`config.mk`:
```
export PLATFORM = sky130hd
export DESIGN_NAME = lightning_sensor_packet_decoder_core
export DESIGN_NICKNAME = d
export VERILOG_FILES = /design/src/design/lspd_pkg.sv /design/src/design/lspd_out_buf.sv /design/src/design/lightning_sensor_packet_decoder_core.sv
export SDC_FILE = /design/constraint.sdc
export NUM_CORES = 1
export LEC_CHECK = 0
export BUFFER_PORTS_ARGS = -buffer_cell sky130_fd_sc_hd__buf_2
export CORE_UTILIZATION = 40
export CTS_BUF_LIST = sky130_fd_sc_hd__clkbuf_4 sky130_fd_sc_hd__clkbuf_8
export DETAILED_ROUTE_END_ITERATION = 6
export GPL_TIMING_DRIVEN = 0
export MAX_ROUTING_LAYER = met4
export PLACE_DENSITY_LB_ADDON = 0.15
export SYNTH_ARGS = -nofsm -noshare
export SYNTH_HDL_FRONTEND = slang
export SYNTH_SLANG_ARGS = --single-unit
```
`constraint.sdc`:
```
create_clock -name clk -period 4.4 [get_ports clk]
set_input_delay 1.1 -clock clk [delete_from_list [all_inputs] [get_ports clk]]
set_output_delay 1.1 -clock clk [all_outputs]
set_load 0.05 [all_outputs]
```
`src/design/lspd_pkg.sv`:
```
package lspd_pkg;

  // packet constants
  localparam logic [7:0] HEADER_CODE   = 8'h57;
  localparam logic [7:0] CRC_POLY      = 8'h31;
  localparam logic [7:0] DIST_MASK     = 8'h3F;
  localparam logic [5:0] DIST_NONE     = 6'd63;
  localparam logic [3:0] STATUS_STRIKE = 4'd8;
  localparam logic [3:0] STATUS_START  = 4'd0;

  // byte positions within a packet
  localparam logic [3:0] POS_HEADER = 4'd0;
  localparam logic [3:0] POS_ID_HI  = 4'd1;
  localparam logic [3:0] POS_ID_MID = 4'd2;
  localparam logic [3:0] POS_ID_LO  = 4'd3;
  localparam logic [3:0] POS_BATT   = 4'd4;
  localparam logic [3:0] POS_DIST   = 4'd5;
  localparam logic [3:0] POS_COUNT  = 4'd6;
  localparam logic [3:0] POS_LAST   = 4'd8;
  localparam logic [3:0] POS_IDLE   = 4'd9;

  // stream widths
  localparam int S_TDATA_W = 16;
  localparam int M_TDATA_W = 48;
  localparam int M_TUSER_W = 2;

  // one decoded packet
  typedef struct packed {
    logic        packet_valid;
    logic        header_match;
    logic [19:0] sensor_id;
    logic        battery_low;
    logic [7:0]  strength_out;
    logic [7:0]  strike_count;
    logic        count_valid;
    logic [5:0]  distance_km;
  } lspd_result_t;

  // crc-8, msb first, one byte
  function automatic logic [7:0] crc8_update(input logic [7:0] crc, input logic [7:0] b);
    logic [7:0] c;
    c = crc ^ b;
    for (int i = 0; i < 8; i++) begin
      c = c[7] ? ({c[6:0], 1'b0} ^ CRC_POLY) : {c[6:0], 1'b0};
    end
    return c;
  endfunction

endpackage

```
`src/design/lspd_out_buf.sv`:
```
module lspd_out_buf (
  input  logic                  clk,
  input  logic                  rst,
  input  logic                  push,
  input  lspd_pkg::lspd_result_t push_data,
  input  logic                  out_ready,
  output logic                  out_valid,
  output lspd_pkg::lspd_result_t out_data,
  output logic                  full
);

  logic                   skid_valid;
  lspd_pkg::lspd_result_t skid_data;
  logic                   pop;

  assign pop  = out_valid && out_ready;
  assign full = skid_valid;

  // control: output slot plus one skid slot
  always_ff @(posedge clk) begin
    if (rst) begin
      out_valid  <= 1'b0;
      skid_valid <= 1'b0;
    end else if (pop) begin
      if (skid_valid) begin
        skid_valid <= 1'b0;
      end else begin
        out_valid <= push;
      end
    end else if (push) begin
      if (out_valid) begin
        skid_valid <= 1'b1;
      end else begin
        out_valid <= 1'b1;
      end
    end
  end

  // payload
  always_ff @(posedge clk) begin
    if (pop) begin
      if (skid_valid) begin
        out_data <= skid_data;
      end else if (push) begin
        out_data <= push_data;
      end
    end else if (push) begin
      if (out_valid) begin
        skid_data <= push_data;
      end else begin
        out_data <= push_data;
      end
    end
  end

endmodule

```
`src/design/lightning_sensor_packet_decoder_core.sv`:
```
// a packet's result is registered from its ninth byte, in the skid slot if a result is pending
// throughput: one byte beat per cycle; s_axis_tready drops only while both result slots are full
// a packet of nine bytes gives one result; a new start before that drops the packet silently
// reset (rst, synchronous, active high) sets the decoder idle, clears the running crc, sum
// and captured fields, and empties the result slots
module lightning_sensor_packet_decoder_core (
  input  logic                            clk,
  input  logic                            rst,
  input  logic                            s_axis_tvalid,
  output logic                            s_axis_tready,
  // data_byte [7:0], signal_dbm [15:8]
  input  logic [lspd_pkg::S_TDATA_W-1:0]  s_axis_tdata,
  // frame_start [0]
  input  logic [0:0]                      s_axis_tuser,
  output logic                            m_axis_tvalid,
  input  logic                            m_axis_tready,
  // sensor_id [19:0], battery_low [20], strength_out [28:21], strike_count [36:29],
  // count_valid [37], distance_km [43:38], zero [47:44]
  output logic [lspd_pkg::M_TDATA_W-1:0]  m_axis_tdata,
  // packet_valid [0], header_match [1]
  output logic [lspd_pkg::M_TUSER_W-1:0]  m_axis_tuser
);

  logic        in_acc;
  logic [7:0]  data_byte;
  logic        frame_start;
  logic [7:0]  signal_dbm;

  logic [3:0]  byte_position, byte_position_next;
  logic [7:0]  crc, crc_next;
  logic [7:0]  sum, sum_next;
  logic        header_ok, header_ok_next;
  logic [3:0]  status_nibble, status_nibble_next;
  logic [19:0] id_bits, id_bits_next;
  logic [1:0]  battery_bits, battery_bits_next;
  logic [5:0]  distance_raw, distance_raw_next;
  logic [7:0]  count_raw, count_raw_next;
  logic [7:0]  held_strength, held_strength_next;

  logic [3:0]  pos_c;
  logic [7:0]  crc_c;
  logic [7:0]  sum_c;
  logic        run;
  logic        chk_ok;
  logic        push;
  lspd_pkg::lspd_result_t res;
  lspd_pkg::lspd_result_t out_res;
  logic        buf_full;

  assign data_byte   = s_axis_tdata[7:0];
  assign signal_dbm  = s_axis_tdata[15:8];
  assign frame_start = s_axis_tuser[0];
  assign s_axis_tready = !buf_full;
  assign in_acc = s_axis_tvalid && s_axis_tready;

  // per-byte decode and packet check
  always_comb begin
    byte_position_next = byte_position;
    crc_next           = crc;
    sum_next           = sum;
    header_ok_next     = header_ok;
    status_nibble_next = status_nibble;
    id_bits_next       = id_bits;
    battery_bits_next  = battery_bits;
    distance_raw_next  = distance_raw;
    count_raw_next     = count_raw;
    held_strength_next = held_strength;
    pos_c  = byte_position;
    crc_c  = crc;
    sum_c  = sum;
    run    = 1'b0;
    chk_ok = 1'b0;
    push   = 1'b0;
    res    = '0;

    if (in_acc) begin
      if (frame_start) begin
        pos_c = lspd_pkg::POS_HEADER;
        crc_c = 8'd0;
        sum_c = 8'd0;
        held_strength_next = signal_dbm;
        run = 1'b1;
      end else begin
        run = (byte_position < lspd_pkg::POS_IDLE);
      end
    end

    if (run) begin
      if (pos_c < lspd_pkg::POS_LAST) begin
        crc_next = lspd_pkg::crc8_update(crc_c, data_byte);
        sum_next = sum_c + data_byte;
        byte_position_next = pos_c + 4'd1;
        case (pos_c)
          lspd_pkg::POS_HEADER: header_ok_next = (data_byte == lspd_pkg::HEADER_CODE);
          lspd_pkg::POS_ID_HI: begin
            status_nibble_next  = data_byte[7:4];
            id_bits_next[19:16] = data_byte[3:0];
          end
          lspd_pkg::POS_ID_MID: id_bits_next[15:8] = data_byte;
          lspd_pkg::POS_ID_LO:  id_bits_next[7:0]  = data_byte;
          lspd_pkg::POS_BATT:   battery_bits_next  = data_byte[2:1];
          lspd_pkg::POS_DIST:   distance_raw_next  = data_byte[5:0] & lspd_pkg::DIST_MASK[5:0];
          lspd_pkg::POS_COUNT:  count_raw_next     = data_byte;
          default: ;
        endcase
      end else begin
        // ninth byte: check crc residue and sum, emit
        byte_position_next = lspd_pkg::POS_IDLE;
        chk_ok = (crc_c == 8'd0) && (sum_c == data_byte);
        push   = 1'b1;
        res.packet_valid = chk_ok;
        res.header_match = header_ok;
        res.strength_out = held_strength;
        res.distance_km  = lspd_pkg::DIST_NONE;
        if (chk_ok) begin
          res.sensor_id    = id_bits;
          res.battery_low  = (battery_bits == 2'b00);
          res.strike_count = count_raw;
          res.count_valid  = (status_nibble != lspd_pkg::STATUS_START);
          if (status_nibble == lspd_pkg::STATUS_STRIKE) begin
            res.distance_km = distance_raw;
          end
        end
      end
    end
  end

  // decoder state
  always_ff @(posedge clk) begin
    if (rst) begin
      byte_position <= lspd_pkg::POS_IDLE;
      crc           <= 8'd0;
      sum           <= 8'd0;
      header_ok     <= 1'b0;
      status_nibble <= 4'd0;
      id_bits       <= 20'd0;
      battery_bits  <= 2'd0;
      distance_raw  <= 6'd0;
      count_raw     <= 8'd0;
      held_strength <= 8'd0;
    end else begin
      byte_position <= byte_position_next;
      crc           <= crc_next;
      sum           <= sum_next;
      header_ok     <= header_ok_next;
      status_nibble <= status_nibble_next;
      id_bits       <= id_bits_next;
      battery_bits  <= battery_bits_next;
      distance_raw  <= distance_raw_next;
      count_raw     <= count_raw_next;
      held_strength <= held_strength_next;
    end
  end

  // result register with skid slot
  lspd_out_buf u_out_buf (
    .clk       (clk),
    .rst       (rst),
    .push      (push),
    .push_data (res),
    .out_ready (m_axis_tready),
    .out_valid (m_axis_tvalid),
    .out_data  (out_res),
    .full      (buf_full)
  );

  // pack output beat
  assign m_axis_tdata = {4'd0, out_res.distance_km, out_res.count_valid, out_res.strike_count,
                         out_res.strength_out, out_res.battery_low, out_res.sensor_id};
  assign m_axis_tuser = {out_res.header_match, out_res.packet_valid};

endmodule

```
# Word level (Yosys, flattened, before mapping)
# Cells that the tools add are included.
# Widths: inputs -> output; s select.
# classes
n_bitwise	10
n_mux	32
add_sub_neg	2
order_cmp	2
reduce_logical	24
eq_ne	11
# op_table
cell	count
$mux 46	7
$mux 6	9
$mux 8	4
$reduce_and 3->1	9
$not 3->3	8
$mux 21	1
$mux 15	1
$eq 4x3->1 const B	3
$mux 4	3
$add 8x8->8	1
$eq 4x2->1 const B	2
$eq 8x7->1 const B	1
$eq 8x8->1	1
$logic_not 8->1	1
$lt 4x4->1 const B	2
$reduce_and 2->1	4
$xor 8x8->8	1
$mux 1	7
$add 4x1->4 const B	1
$eq 4x1->1 const B	1
$eq 4x4->1 const B	1
$logic_not 4->1	1
$ne 2x2->1 const B	2
$reduce_bool 2->1	2
other kinds (6)	8
# word_totals
output_inout_bits	52
input_bits	21
regBits	163
wordCells	111

# Depth between registers and ports, before layout
# Gate-level depths: netlist of run 1.
# logic_depth
word_depth	20
depth_mapped	14
ltp_nobuf	11

# Hierarchy
# Synthesis of run 1 repeated with hierarchy kept, for this count alone.
# unflattened
cells_unflattened	659
hier_area_um2	7337.0
# by_module_without_submodules
mod	area_each_um2	seq_area_each_um2	instances	cells_each
lightning_sensor_packet_decoder_core	3885.0	1381.3	1	505
lspd_out_buf	3452.1	2802.7	1	154

# Worst setup path before layout of run 1
# Ideal clock, no wire load.
# synth_timing
path_type	input to register
startpoint	input port s_axis_tvalid
endpoint	register u_out_buf.out_data[0] (netlist bit), enable pin
setup_time_ns	0.465
path_buffers	1
cell_stages	6
setup_slack_ns	-0.146
required_ns	3.935
arrival_ns	4.081
cell_sequence	nand2b_1 > nor2_1 > and3_1 > clkbuf_1 > a21oi_1 > a21oi_1
# synth_via
elab_chain_cells	7
word_cells_on_any_way	9
classes_between	1 x order compare; 4 x mux; 4 x reduce/logical
# synth_rtl
element	line	text
from (decl)	lightning_sensor_packet_decoder_core.sv:9	input logic s_axis_tvalid,
$logic_and 1x1->1 *	lightning_sensor_packet_decoder_core.sv:54	assign in_acc = s_axis_tvalid && s_axis_tready;
$mux 4	lightning_sensor_packet_decoder_core.sv:76	if (in_acc) begin
$lt 4x4->1	lightning_sensor_packet_decoder_core.sv:89	if (pos_c < lspd_pkg::POS_LAST) begin
$mux 1	lightning_sensor_packet_decoder_core.sv:89	
$mux 1 *	lightning_sensor_packet_decoder_core.sv:88	if (run) begin
$reduce_bool 2->1 (no line)	-	
$reduce_and 3->1 (no line) *	-	
to (signal assigned)	lspd_out_buf.sv:43	out_data <= skid_data;
to (signal assigned)	lspd_out_buf.sv:45	out_data <= push_data;
to (signal assigned)	lspd_out_buf.sv:51	out_data <= push_data;
to (decl)	lspd_out_buf.sv:8	output lspd_pkg::lspd_result_t out_data,
# Mark *: on every way between the ends. The rest lies on a longest branch, timed or not.
# A chain may end at the register's enable or synchronous reset.

# Worst setup path after layout of run 1
# layout_timing
startpoint	input port s_axis_tuser
endpoint	register sum[6]
# layout_via
elab_chain_cells	4
word_cells_on_any_way	9
classes_between	1 x add/sub; 1 x order compare; 6 x mux; 1 x reduce/logical
# layout_rtl
element	line	text
from (decl)	lightning_sensor_packet_decoder_core.sv:14	input logic [0:0] s_axis_tuser,
branches (longest 4 deep; another with $add 8x8->8)	-	
to (signal assigned)	lightning_sensor_packet_decoder_core.sv:144	sum <= sum_next;
to (decl)	lightning_sensor_packet_decoder_core.sv:31	logic [7:0] sum, sum_next;
# Several ways; the timed one is not identified.

==> out/qor.csv, run 1 <==
stage,metric,value,unit
worst_setup_path,"Slowest-stage cell, CP",clkbuf_1,
placement,pre-CTS setup slack,-0.177,ns
worst_setup_path,Critical Path Source Type,input port,
yosys,Commonest cells post-synth,"92 x edfxtp_1, 91 x nand2_1, 71 x dfxtp_1",
yosys,most common cell in the netlist,edfxtp_1,
yosys,Post-synth EDFFs,92,
yosys,area of the mapped netlist,0.00703,mm2
worst_setup_path,CP Depth,15,
clocking,clk sink count,163,
clocking,Clock Tree Buf Depth,2,
power,Pwr Total,0.00318,W
power,Sw Pwr,0.000822,W
floorplan,Die Area,0.0181,mm2
min_path,hold_sp,held_strength[2],
route,DR WL/cell,16.0,um
yosys,dominant cells by area after synthesis,"edfxtp_1 39%, dfxtp_1 20%, nand2_1 4.9%",
worst_setup_path,"CP delay by family, top",buffers and inverters,
worst_setup_path,R2R Path Start,u_out_buf.full,
yosys,synth unique cells,50,
timing,measured slew at the worst slew-check pin,0.889,ns
power,leak pwr,3.36,nW
floorplan,Die Width,135,um
global_route,pin count of the biggest net entering global routing,40,
power,Pwr per Cell Area,392,mW/mm2
job,Max Cap Viol,0,
worst_setup_path,worst setup path class,in2reg,
yosys,synthesized area per cell,10.8,um2
route,DRT iter0 DRCs,293,
placement,Buffers on Ports,67,
timing,final hold violations,0,
floorplan,Initial Utilization,40.8,%
final_layout,Nets,778,
worst_setup_path,Worst Path Required,4.81,ns
global_route,vias in the first global route,4880,
yosys,Seq cells post-synth,163,
timing,slew margin rel.,39.2,%
worst_setup_path,worst r2r path cells,14,
timing,Setup Skew,0.00968,ns
yosys,Yosys warning total,0,
floorplan,Core ar.,0.0172,mm2
clocking,worst skew pair latency,0.46,ns
route,via density per instance,5.08,
global_route,global-route wire length before repair,24900,um
placement,DP Wirelength,11100,um
timing,hold slack,0.451,ns
route,Residual DRC,0,
timing,Tmin final,4.17,ns
clocking,post-cts sizing count,0,
worst_setup_path,"Cell Chain, Critical Path",buf_2 -> nand3b_1 -> buf_4 -> clkbuf_1 -> clkbuf_1 -> and2_1 -> ha_1 -> inv_1 -> fa_1 -> nor2b_1 -> o21ai_0 -> a21boi_0 -> o21ai_0 -> a2111o_1 -> nand3_1,
route,DR pass1 iterations,5,
floorplan,Row Count,48,
yosys,post-synthesis sequential area ratio,59.5,%
clocking,root buffer cell,clkbuf_8,
final_layout,# diodes,0,
clocking,CTS buffer count,17,
power,Max IR drop VDD,0.187,mV
power,switch share,25.8,%
placement,Placer Congestion,0.897,
yosys,"area leader, netlist",edfxtp_1,
yosys,main flop type after synthesis,edfxtp_1,
worst_setup_path,worst-path fanout max,10,
global_route,initial antenna violation count,0,
clocking,Worst-path clk slew,0.08,ns
timing,Slew Limit Fails,0,
timing,Final setup viols,0,
power,Internal Power,0.00236,W
outcome,outcome,finished clean,
timing,unrepaired setup endpoints after global routing,false,
timing,period utilization,94.8,%
clocking,cts hold-fix bufs,0,
floorplan,Die Y,135,um
route,DRT antenna net count,0,
final_layout,ratio of cells with drive above 1 in the final layout,19.1,%
yosys,Post-synth ARST share,0,%
floorplan,# IOs,73,
clocking,post-CTS setup buffer count,0,
global_route,GRT Total Usage,18.7,%
route,routed vias,4991,
global_route,Overflow after GRT,0,
power,Combinational Power Share,11.8,%
power,Clk pwr share,36.0,%
yosys,Mapped Cells,654,
min_path,worst min path class,reg2reg,
worst_setup_path,Critical path buffers and inverters,5,
worst_setup_path,Worst setup EP type,flop,
worst_setup_path,Crit path arrival time,4.58,ns
clocking,CTS tree,built,
min_path,Hold Path Cell Cnt,2,
timing,fmax,240,MHz
yosys,top cell type's share of synthesized area,39.3,%
worst_setup_path,Critical path origin,s_axis_tuser,
clocking,Max H-tree Level,4,
final_layout,area delta synth->final,15.6,%
worst_setup_path,largest stage delay on the critical path,0.49,ns
power,Flop pwr share,52.2,%
timing,Setup WS post-layout,0.229,ns
route,Detailed Route WL,15700,um
-- power groups by stage --
stage / sequential (W) / clock [W] / combinational (W)
detailed placement: 0.00169 / 0 / 0.000372
floorplan: 0.00169 / 0 / 0.000286
global placement: 0.00169 / 0 / 0.000360
finish: 0.00166 / 0.00115 / 0.000376
global route: 0.00167 / 0.00123 / 0.000408
CTS: 0.00166 / 0.00117 / 0.000374
-- worst min-delay path: stages (launching register included) --
cell and delay [ns]:
dfxtp_1 0.31, nand2_1 0.05, a21oi_1 0.05
-- final timing paths --
path,endpoint,slack (ns)
max,sum[6],0.23
min reg2reg,held_strength[2],0.45
max reg2reg,sum[6],0.47
min,held_strength[2],0.45
-- routing by layer --
metal  global-route usage [%]  share of wire (%)  up-vias
met5                        -                  0        -
met4                     7.87                2.3        0
met3                     4.09                5.0       25
met2                     29.8                 48      135
met1                     23.0                 45     2375
li1                         -                  -     2456
-- state kept, by name (all words and copies together), names as in the netlist --
| name | cells |
|---|---|
| status_nibble | 4 |
| sum | 8 |
| byte_position | 4 |
| id_bits | 20 |
| crc | 8 |
| held_strength | 8 |
| u_out_buf.skid_data | 46 |
| battery_bits | 2 |
| count_raw | 8 |
| header_ok | 1 |
| u_out_buf.out_valid | 1 |
| u_out_buf.full | 1 |
| u_out_buf.out_data | 46 |
| distance_raw | 6 |
-- cell type report --
| cell class | count | area, um2 |
|---|---|---|
| buffer | 46 | 215 |
| clock inverter | 14 | 175 |
| inverter | 13 | 48.8 |
| sequential | 163 | 4180 |
| fill | 1626 | 9110 |
| clock buffer | 18 | 241 |
| multi-input combinational | 435 | 2610 |
| timing repair buffer | 69 | 375 |
| tap | 225 | 282 |
-- cells by family (layout without fill, tap and decap cells) --
| family | Yosys count | after routing | synth area share [%] |
|---|---|---|---|
| muxes | 1 | 1 | 0.142 |
| buffers and inverters | 59 | 160 | 3.75 |
| adders and majority gates | 12 | 12 | 2.24 |
| other | 1 | 4 | 0.0533 |
| AOI/OAI and AO/OA | 142 | 142 | 12.3 |
| and+or+nand+nor | 248 | 248 | 18.4 |
| xor gates and xnor gates | 28 | 28 | 3.59 |
| DFF | 163 | 163 | 59.5 |
-- cell usage in the layout (no fill, tap or decap), types with 17 or more instances in the layout --
cell and instances:
edfxtp_1 92, nand2_1 91, dfxtp_1 71, buf_2 68
a21oi_1 63, nand3_1 44, a21o_1 40, clkbuf_1 31
nor2_1 28, and2_4 28, o21ai_0 19, and2_1 18
xnor2_1 18, clkbuf_8 17
-- through the flow --
stage	std cells	area, um2	utilization [%]	TNS, ns
after floorplan	657	7050	-	0
after global placement	949	7660	44.5	-0.645
after detailed placement	951	7710	44.8	-0.385
after CTS	983	8130	47.2	0
after global routing	983	8130	47.2	0
final	983	8130	47.2	0
Power figures use the tool's default switching activity.
==> run 2, diff against run 1 <==
--- a/config.mk
+++ b/config.mk
@@ -6,7 +6,7 @@
 export NUM_CORES = 1
 export LEC_CHECK = 0
 export BUFFER_PORTS_ARGS = -buffer_cell sky130_fd_sc_hd__buf_2
-export CORE_UTILIZATION = 40
+export CORE_UTILIZATION = 55
 export CTS_BUF_LIST = sky130_fd_sc_hd__clkbuf_4 sky130_fd_sc_hd__clkbuf_8
 export DETAILED_ROUTE_END_ITERATION = 6
 export GPL_TIMING_DRIVEN = 0
==> run 2 against run 1 <==
  * Die area shrank 27%
  * Worst hold slack gained 0.0019 ns
  * Wire length shrank 2.6%
  * Critical path type unchanged
  * Largest cell class unchanged
  * Largest power group unchanged
==> out/qor.csv, run 2 (synthesized netlist as in run 1, its figures left out) <==
stage,metric,value,unit,change
route,met2 wire len,7430,um,-0.75%
final_layout,Nets,778,,unchanged
placement,Placer Congestion,0.871,,-2.9%
timing,TNS Setup,0,ns,unchanged
worst_setup_path,"Slowest-stage cell, CP",clkbuf_1,,
route,DR pass1 iterations,5,,unchanged
worst_setup_path,worst-path fanout max,10,,unchanged
route,DRT iter0 DRCs,356,,+22%
power,Max IR drop VDD,0.247,mV,+32%
route,via density per instance,5.48,,+8.0%
route,Residual DRC,0,,unchanged
floorplan,Core ar.,0.0123,mm2,-29%
route,DRT antenna net count,0,,unchanged
global_route,initial antenna violation count,0,,unchanged
worst_setup_path,largest stage delay on the critical path,0.45,ns,-0.04 ns
timing,Final setup viols,0,,unchanged
final_layout,Largest regs,"u_out_buf.out_data: 46 flops, u_out_buf.skid_data: 46 flops, id_bits: 20 flops",,
floorplan,Row Count,40,,-17%
clocking,Max H-tree Level,4,,unchanged
global_route,pin count of the biggest net entering global routing,37,,-7.5%
timing,Setup Skew,0.0101,ns,+0.000381 ns
timing,Tmin final,4.03,ns,-0.141 ns
placement,DP Wirelength,10800,um,-2.9%
timing,final hold violations,0,,unchanged
route,Max Used Layer,met4,,
final_layout,"commonest cells after routing, fill and taps aside","92 x edfxtp_1, 91 x nand2_1, 71 x dfxtp_1",,
timing,unrepaired setup endpoints after global routing,false,,
worst_setup_path,Worst setup EP type,flop,,
global_route,vias in the first global route,5116,,+4.8%
worst_setup_path,"most used cell, CP",o21ai_0,,
route,wire length on met3,711,um,-9.9%
timing,slew margin rel.,52.6,%,+13 points
global_route,global-route wire length before repair,24800,um,-0.33%
final_layout,# diodes,0,,unchanged
clocking,CTS buffer count,17,,unchanged
worst_setup_path,Crit path arrival time,4.43,ns,-0.15 ns
floorplan,Initial Utilization,57.4,%,+17 points
clocking,CTS tree,built,,
floorplan,# IOs,73,,unchanged
timing,Slew Limit Fails,0,,unchanged
timing,period utilization,91.6,%,-3.2 points
timing,fmax,248,MHz,+3.5%
final_layout,area delta synth->final,14.3,%,
worst_setup_path,Critical Path Source Type,input port,,
worst_setup_path,Worst Path Required,4.80,ns,about the same
final_layout,ratio of cells with drive above 1 in the final layout,18.9,%,-0.26 points
worst_setup_path,Critical path buffers and inverters,5,,unchanged
outcome,outcome,finished clean,,
clocking,cts hold-fix bufs,0,,unchanged
placement,Buffers on Ports,67,,unchanged
worst_setup_path,"Cell Chain, Critical Path",buf_2 -> nand3b_1 -> buf_4 -> clkbuf_1 -> clkbuf_2 -> and2_1 -> ha_1 -> inv_1 -> fa_1 -> nor2b_1 -> o21ai_0 -> a21boi_0 -> o21ai_0 -> a2111o_1 -> nand3_1,,
clocking,Worst-path clk slew,0.08,ns,about the same
timing,measured slew at the worst slew-check pin,0.711,ns,-0.177 ns
clocking,Clock Tree Buf Depth,2,,unchanged
clocking,post-cts sizing count,0,,unchanged
global_route,GRT Total Usage,26.0,%,+7.3 points
power,Pwr per Cell Area,388,mW/mm2,-0.79%
global_route,Overflow after GRT,0,,unchanged
job,Max Cap Viol,0,,unchanged
final_layout,final core occ,65.6,%,+18 points
floorplan,Die Y,115,um,-15%
floorplan,Die Width,115,um,-15%
floorplan,Die Area,0.0132,mm2,-27%
power,leak pwr,3.35,nW,-0.34%
clocking,worst skew pair latency,0.45,ns,about the same
final_layout,fill count,977,,-40%
clocking,clk sink count,163,,unchanged
min_path,worst min path class,reg2reg,,
clocking,root buffer cell,clkbuf_8,,
worst_setup_path,"CP delay by family, top",buffers and inverters,,
route,routed vias,5079,,+1.8%
final_layout,"most common cell after layout, fill and taps aside",edfxtp_1,,
worst_setup_path,worst setup path class,in2reg,,
route,DR WL/cell,16.5,um,+3.4%
route,Detailed Route WL,15300,um,-2.6%
route,M1 WL,6620,um,-6.6%
clocking,post-CTS setup buffer count,0,,unchanged
[run 2: area by class of cell]
cell class	count	area, um2	area share [%]
flip-flops and latches	163	4180	52.0
repair buffers	69	375	4.67
clock buffers	20	256	3.19
clock inverters	12	139	1.73
well taps	168	210	2.61
multi-input cells	435	2610	32.5
plain buffers	46	216	2.69
inverters	13	48.8	0.607
[run 2: per-stage QoR]
stage	instance area, um2	setup slack, ns	power [W]	hold WS (ns)	std cells
2_1_floorplan	7050	0.754	0.00198	0.427	657
3_3_place_gp	7590	-0.166	0.00205	0.437	892
5_1_grt	8040	0.0687	0.00324	0.470	926
4_1_cts	8040	0.251	0.00313	0.457	926
6_report	8040	0.371	0.00312	0.453	926
3_5_place_dp	7640	-0.235	0.00207	0.445	894
[run 2: layer usage]
layer	global-route usage (%)	vias to the layer above
met4	15.4	0
met3	5.22	35
met5	-	-
met2	41.4	148
li1	-	2461
met1	30.6	2435
[run 2: path summary, 6_finish.rpt]
path | startpoint | endpoint | slack, ns | depth (start not counted)
hold / removal | sum[3] | sum[3] | 0.45 | 2
hold reg to reg | sum[3] | sum[3] | 0.45 | 2
setup reg to reg | u_out_buf.full | sum[6] | 0.62 | 14
setup / recovery | s_axis_tuser | sum[6] | 0.37 | 15
[run 2: power by group]
part	total (W)	internal, W	switching (W)
Clock	0.00109	0.000570	0.000516
Sequential	0.00166	0.00163	0.0000313
Combinational	0.000377	0.000157	0.000219
[run 2: worst register-to-register path, cell delays in order, from the launching register on]
cell	delay (ns)
dfxtp_1	0.48
nand3b_1	0.22
buf_4	0.20
clkbuf_1	0.45
clkbuf_2	0.35
and2_1	0.17
ha_1	0.18
inv_1	0.07
fa_1	0.40
nor2b_1	0.19
o21ai_0	0.13
a21boi_0	0.24
o21ai_0	0.16
a2111o_1	0.44
nand3_1	0.07
==> run 3, diff against run 2 <==
--- a/config.mk
+++ b/config.mk
@@ -6,12 +6,13 @@
 export NUM_CORES = 1
 export LEC_CHECK = 0
 export BUFFER_PORTS_ARGS = -buffer_cell sky130_fd_sc_hd__buf_2
-export CORE_UTILIZATION = 55
+export CORE_UTILIZATION = 30
 export CTS_BUF_LIST = sky130_fd_sc_hd__clkbuf_4 sky130_fd_sc_hd__clkbuf_8
 export DETAILED_ROUTE_END_ITERATION = 6
-export GPL_TIMING_DRIVEN = 0
+export GPL_TIMING_DRIVEN = 1
 export MAX_ROUTING_LAYER = met4
 export PLACE_DENSITY_LB_ADDON = 0.15
 export SYNTH_ARGS = -nofsm -noshare
 export SYNTH_HDL_FRONTEND = slang
 export SYNTH_SLANG_ARGS = --single-unit
+export TNS_END_PERCENT = 5
==> run 3 against run 2 <==
  * First-iteration DRC count decreased by 11%
  * Non-clock buffer count decreased by 37
  * Critical path depth decreased by 4
  * Final cell count increased by 12%
  * Via count decreased by 7.0%
  * Register-to-register slack improved by 0.92 ns
  * Sequential share of layout area decreased by 0.11 points
  * Maximum frequency increased by 28%
  * Cell area increased by 0.22%
  * Worst setup slack improved by 0.89 ns
==> out/qor.csv, run 3 (synthesized netlist as in run 1, its figures left out) <==
stage,metric,value,unit,change
route,via density per instance,4.57,,-17%
worst_setup_path,Crit path arrival time,3.48,ns,-0.95 ns
job,Max Cap Viol,0,,unchanged
global_route,vias in the first global route,4751,,-7.1%
floorplan,Core ar.,0.0228,mm2,+86%
worst_setup_path,Worst setup EP type,flop,,
timing,Final setup viols,0,,unchanged
route,Detailed Route WL,15600,um,+2.1%
power,Pwr Total,0.00312,W,-0.15%
timing,Setup Skew,0.0110,ns,+0.000937 ns
min_path,Hold Path Cell Cnt,2,,unchanged
timing,fmax,318,MHz,+28%
power,Max IR drop VDD,0.197,mV,-20%
worst_setup_path,"CP delay by family, top",compound AO/OA/AOI/OAI gates,,
worst_setup_path,"Cell Chain, Critical Path",buf_2 -> nand3b_1 -> and2_1 -> ha_1 -> a21oi_1 -> o21ai_0 -> a2111oi_0 -> buf_4 -> nor2_1 -> mux2i_1 -> nand3_1,,
timing,unrepaired setup endpoints after global routing,false,,
floorplan,# IOs,73,,unchanged
worst_setup_path,worst r2r path cells,10,,-4
final_layout,# diodes,0,,unchanged
timing,Slew Limit Fails,0,,unchanged
route,DRT antenna net count,0,,unchanged
clocking,Max H-tree Level,4,,unchanged
worst_setup_path,Worst Path Required,4.74,ns,-0.06 ns
route,Residual DRC,0,,unchanged
timing,hold slack,0.454,ns,+0.000720 ns
worst_setup_path,worst-path fanout max,8,,-2
global_route,global-route wire length before repair,25000,um,+0.81%
floorplan,Die Area,0.0241,mm2,+82%
floorplan,Die Width,155,um,+35%
final_layout,"most common cell after layout, fill and taps aside",edfxtp_1,,
clocking,Worst-path clk slew,0.09,ns,about the same
clocking,worst skew pair latency,0.46,ns,about the same
worst_setup_path,"Slowest-stage cell, CP",a2111oi_0,,
global_route,Overflow after GRT,0,,unchanged
power,Flop pwr share,53.3,%,about the same
clocking,clk sink count,163,,unchanged
route,DR pass1 iterations,5,,unchanged
final_layout,Largest regs,"u_out_buf.out_data: 46 flops, u_out_buf.skid_data: 46 flops, id_bits: 20 flops",,
power,Pwr per Cell Area,387,mW/mm2,-0.37%
floorplan,Die Y,155,um,+35%
placement,Placer Congestion,0.746,,-14%
clocking,root buffer cell,clkbuf_8,,
power,Sw Pwr,0.000818,W,+6.7%
placement,DP Wirelength,10300,um,-4.1%
clocking,CTS buffer count,17,,unchanged
timing,slew margin rel.,31.8,%,-21 points
clocking,cts hold-fix bufs,0,,unchanged
global_route,initial antenna violation count,0,,unchanged
power,switch share,26.2,%,+1.7 points
global_route,pin count of the biggest net entering global routing,56,,+51%
final_layout,ratio of cells with drive above 1 in the final layout,20.2,%,+1.4 points
clocking,post-cts sizing count,0,,unchanged
final_layout,area delta synth->final,14.6,%,
outcome,outcome,finished clean,,
final_layout,"commonest cells after routing, fill and taps aside","92 x edfxtp_1, 91 x nand2_1, 71 x dfxtp_1",,
worst_setup_path,Critical path buffers and inverters,2,,-3
worst_setup_path,largest stage delay on the critical path,0.57,ns,+0.12 ns
timing,period utilization,71.4,%,-20 points
power,Combinational Power Share,11.5,%,-0.6 points
power,leak pwr,3.28,nW,-1.9%
timing,Tmin final,3.14,ns,-0.887 ns
clocking,CTS tree,built,,
worst_setup_path,worst setup path class,in2reg,,
route,routed vias,4721,,-7.0%
final_layout,"non-filler cells, final",1034,,+12%
clocking,post-CTS setup buffer count,0,,unchanged
power,Internal Power,0.00230,W,-2.4%
floorplan,Initial Utilization,30.8,%,-27 points
final_layout,cell area after layout,0.00806,mm2,+0.22%
placement,Post-Place Cell Area,0.00766,mm2,+0.25%
placement,# placed instances,1002,,+12%
worst_setup_path,CP Depth,11,,-4
power,Clk pwr share,35.2,%,+0.4 points
timing,final hold violations,0,,unchanged
floorplan,Row Count,55,,+38%
global_route,GRT Total Usage,14.0,%,-12 points
placement,Buffers on Ports,68,,+1.5%
route,DR WL/cell,15.1,um,-8.6%
timing,TNS Setup,0,ns,unchanged
final_layout,Nets,741,,-4.8%
route,DRT iter0 DRCs,318,,-11%
timing,measured slew at the worst slew-check pin,1.02,ns,+0.312 ns
clocking,Clock Tree Buf Depth,2,,unchanged
min_path,worst min path class,reg2reg,,
worst_setup_path,Critical Path Source Type,input port,,
[run 3: changes by cell type in the layout (fill, tap and decap cells not counted), moves of 2 or more]
cell	change
buf_1	-6
buf_4	+4
buf_6	-3
clkbuf_1	-30
clkbuf_4	-2
clkinv_1	-4
clkinvlp_4	+3
inv_6	+3
[run 3: stage by stage]
stage          util, %  worst slack, ns
5_1_grt           35.3             1.01
4_1_cts           35.3             1.21
3_3_place_gp      33.5            0.822
6_report          35.3             1.26
3_5_place_dp      33.5            0.728
2_1_floorplan        -            0.754
[run 3: layer usage]
layer  routed length [um]  up-vias  GRT usage, %
met5                    0        -             -
met4                  167        0          4.53
met3                  819       11          3.40
met2                 7510      102          22.7
met1                 7130     2230          17.3
li1                     -     2378             -
[run 3: worst min-delay path: stages (launching register included)]
cell and delay [ns]:
dfxtp_1 0.32, nand2_1 0.05, a21oi_1 0.05
[run 3: power by group through the flow]
stage,clock (W),combinational (W),sequential [W]
floorplan,0,0.000286,0.00169
global placement,0,0.000359,0.00170
detailed placement,0,0.000362,0.00170
CTS,0.00113,0.000363,0.00166
global route,0.00119,0.000405,0.00167
finish,0.00110,0.000359,0.00166
[run 3: final cells by class]
cell class	count	area (um2)
inverters	13	48.8
flip-flops and latches	163	4180
repair buffers	78	428
multi-input cells	435	2610
well taps	313	392
fillers	2321	14800
clock inverters	14	154
clock buffers	18	241
[run 3: worst paths after layout]
path | startpoint | end | slack (ns)
worst max-delay path | s_axis_tuser | sum[7] | 1.26
worst min-delay path | sum[4] | sum[4] | 0.45
worst max register to register | u_out_buf.full | sum[7] | 1.54
worst min register to register | sum[4] | sum[4] | 0.45
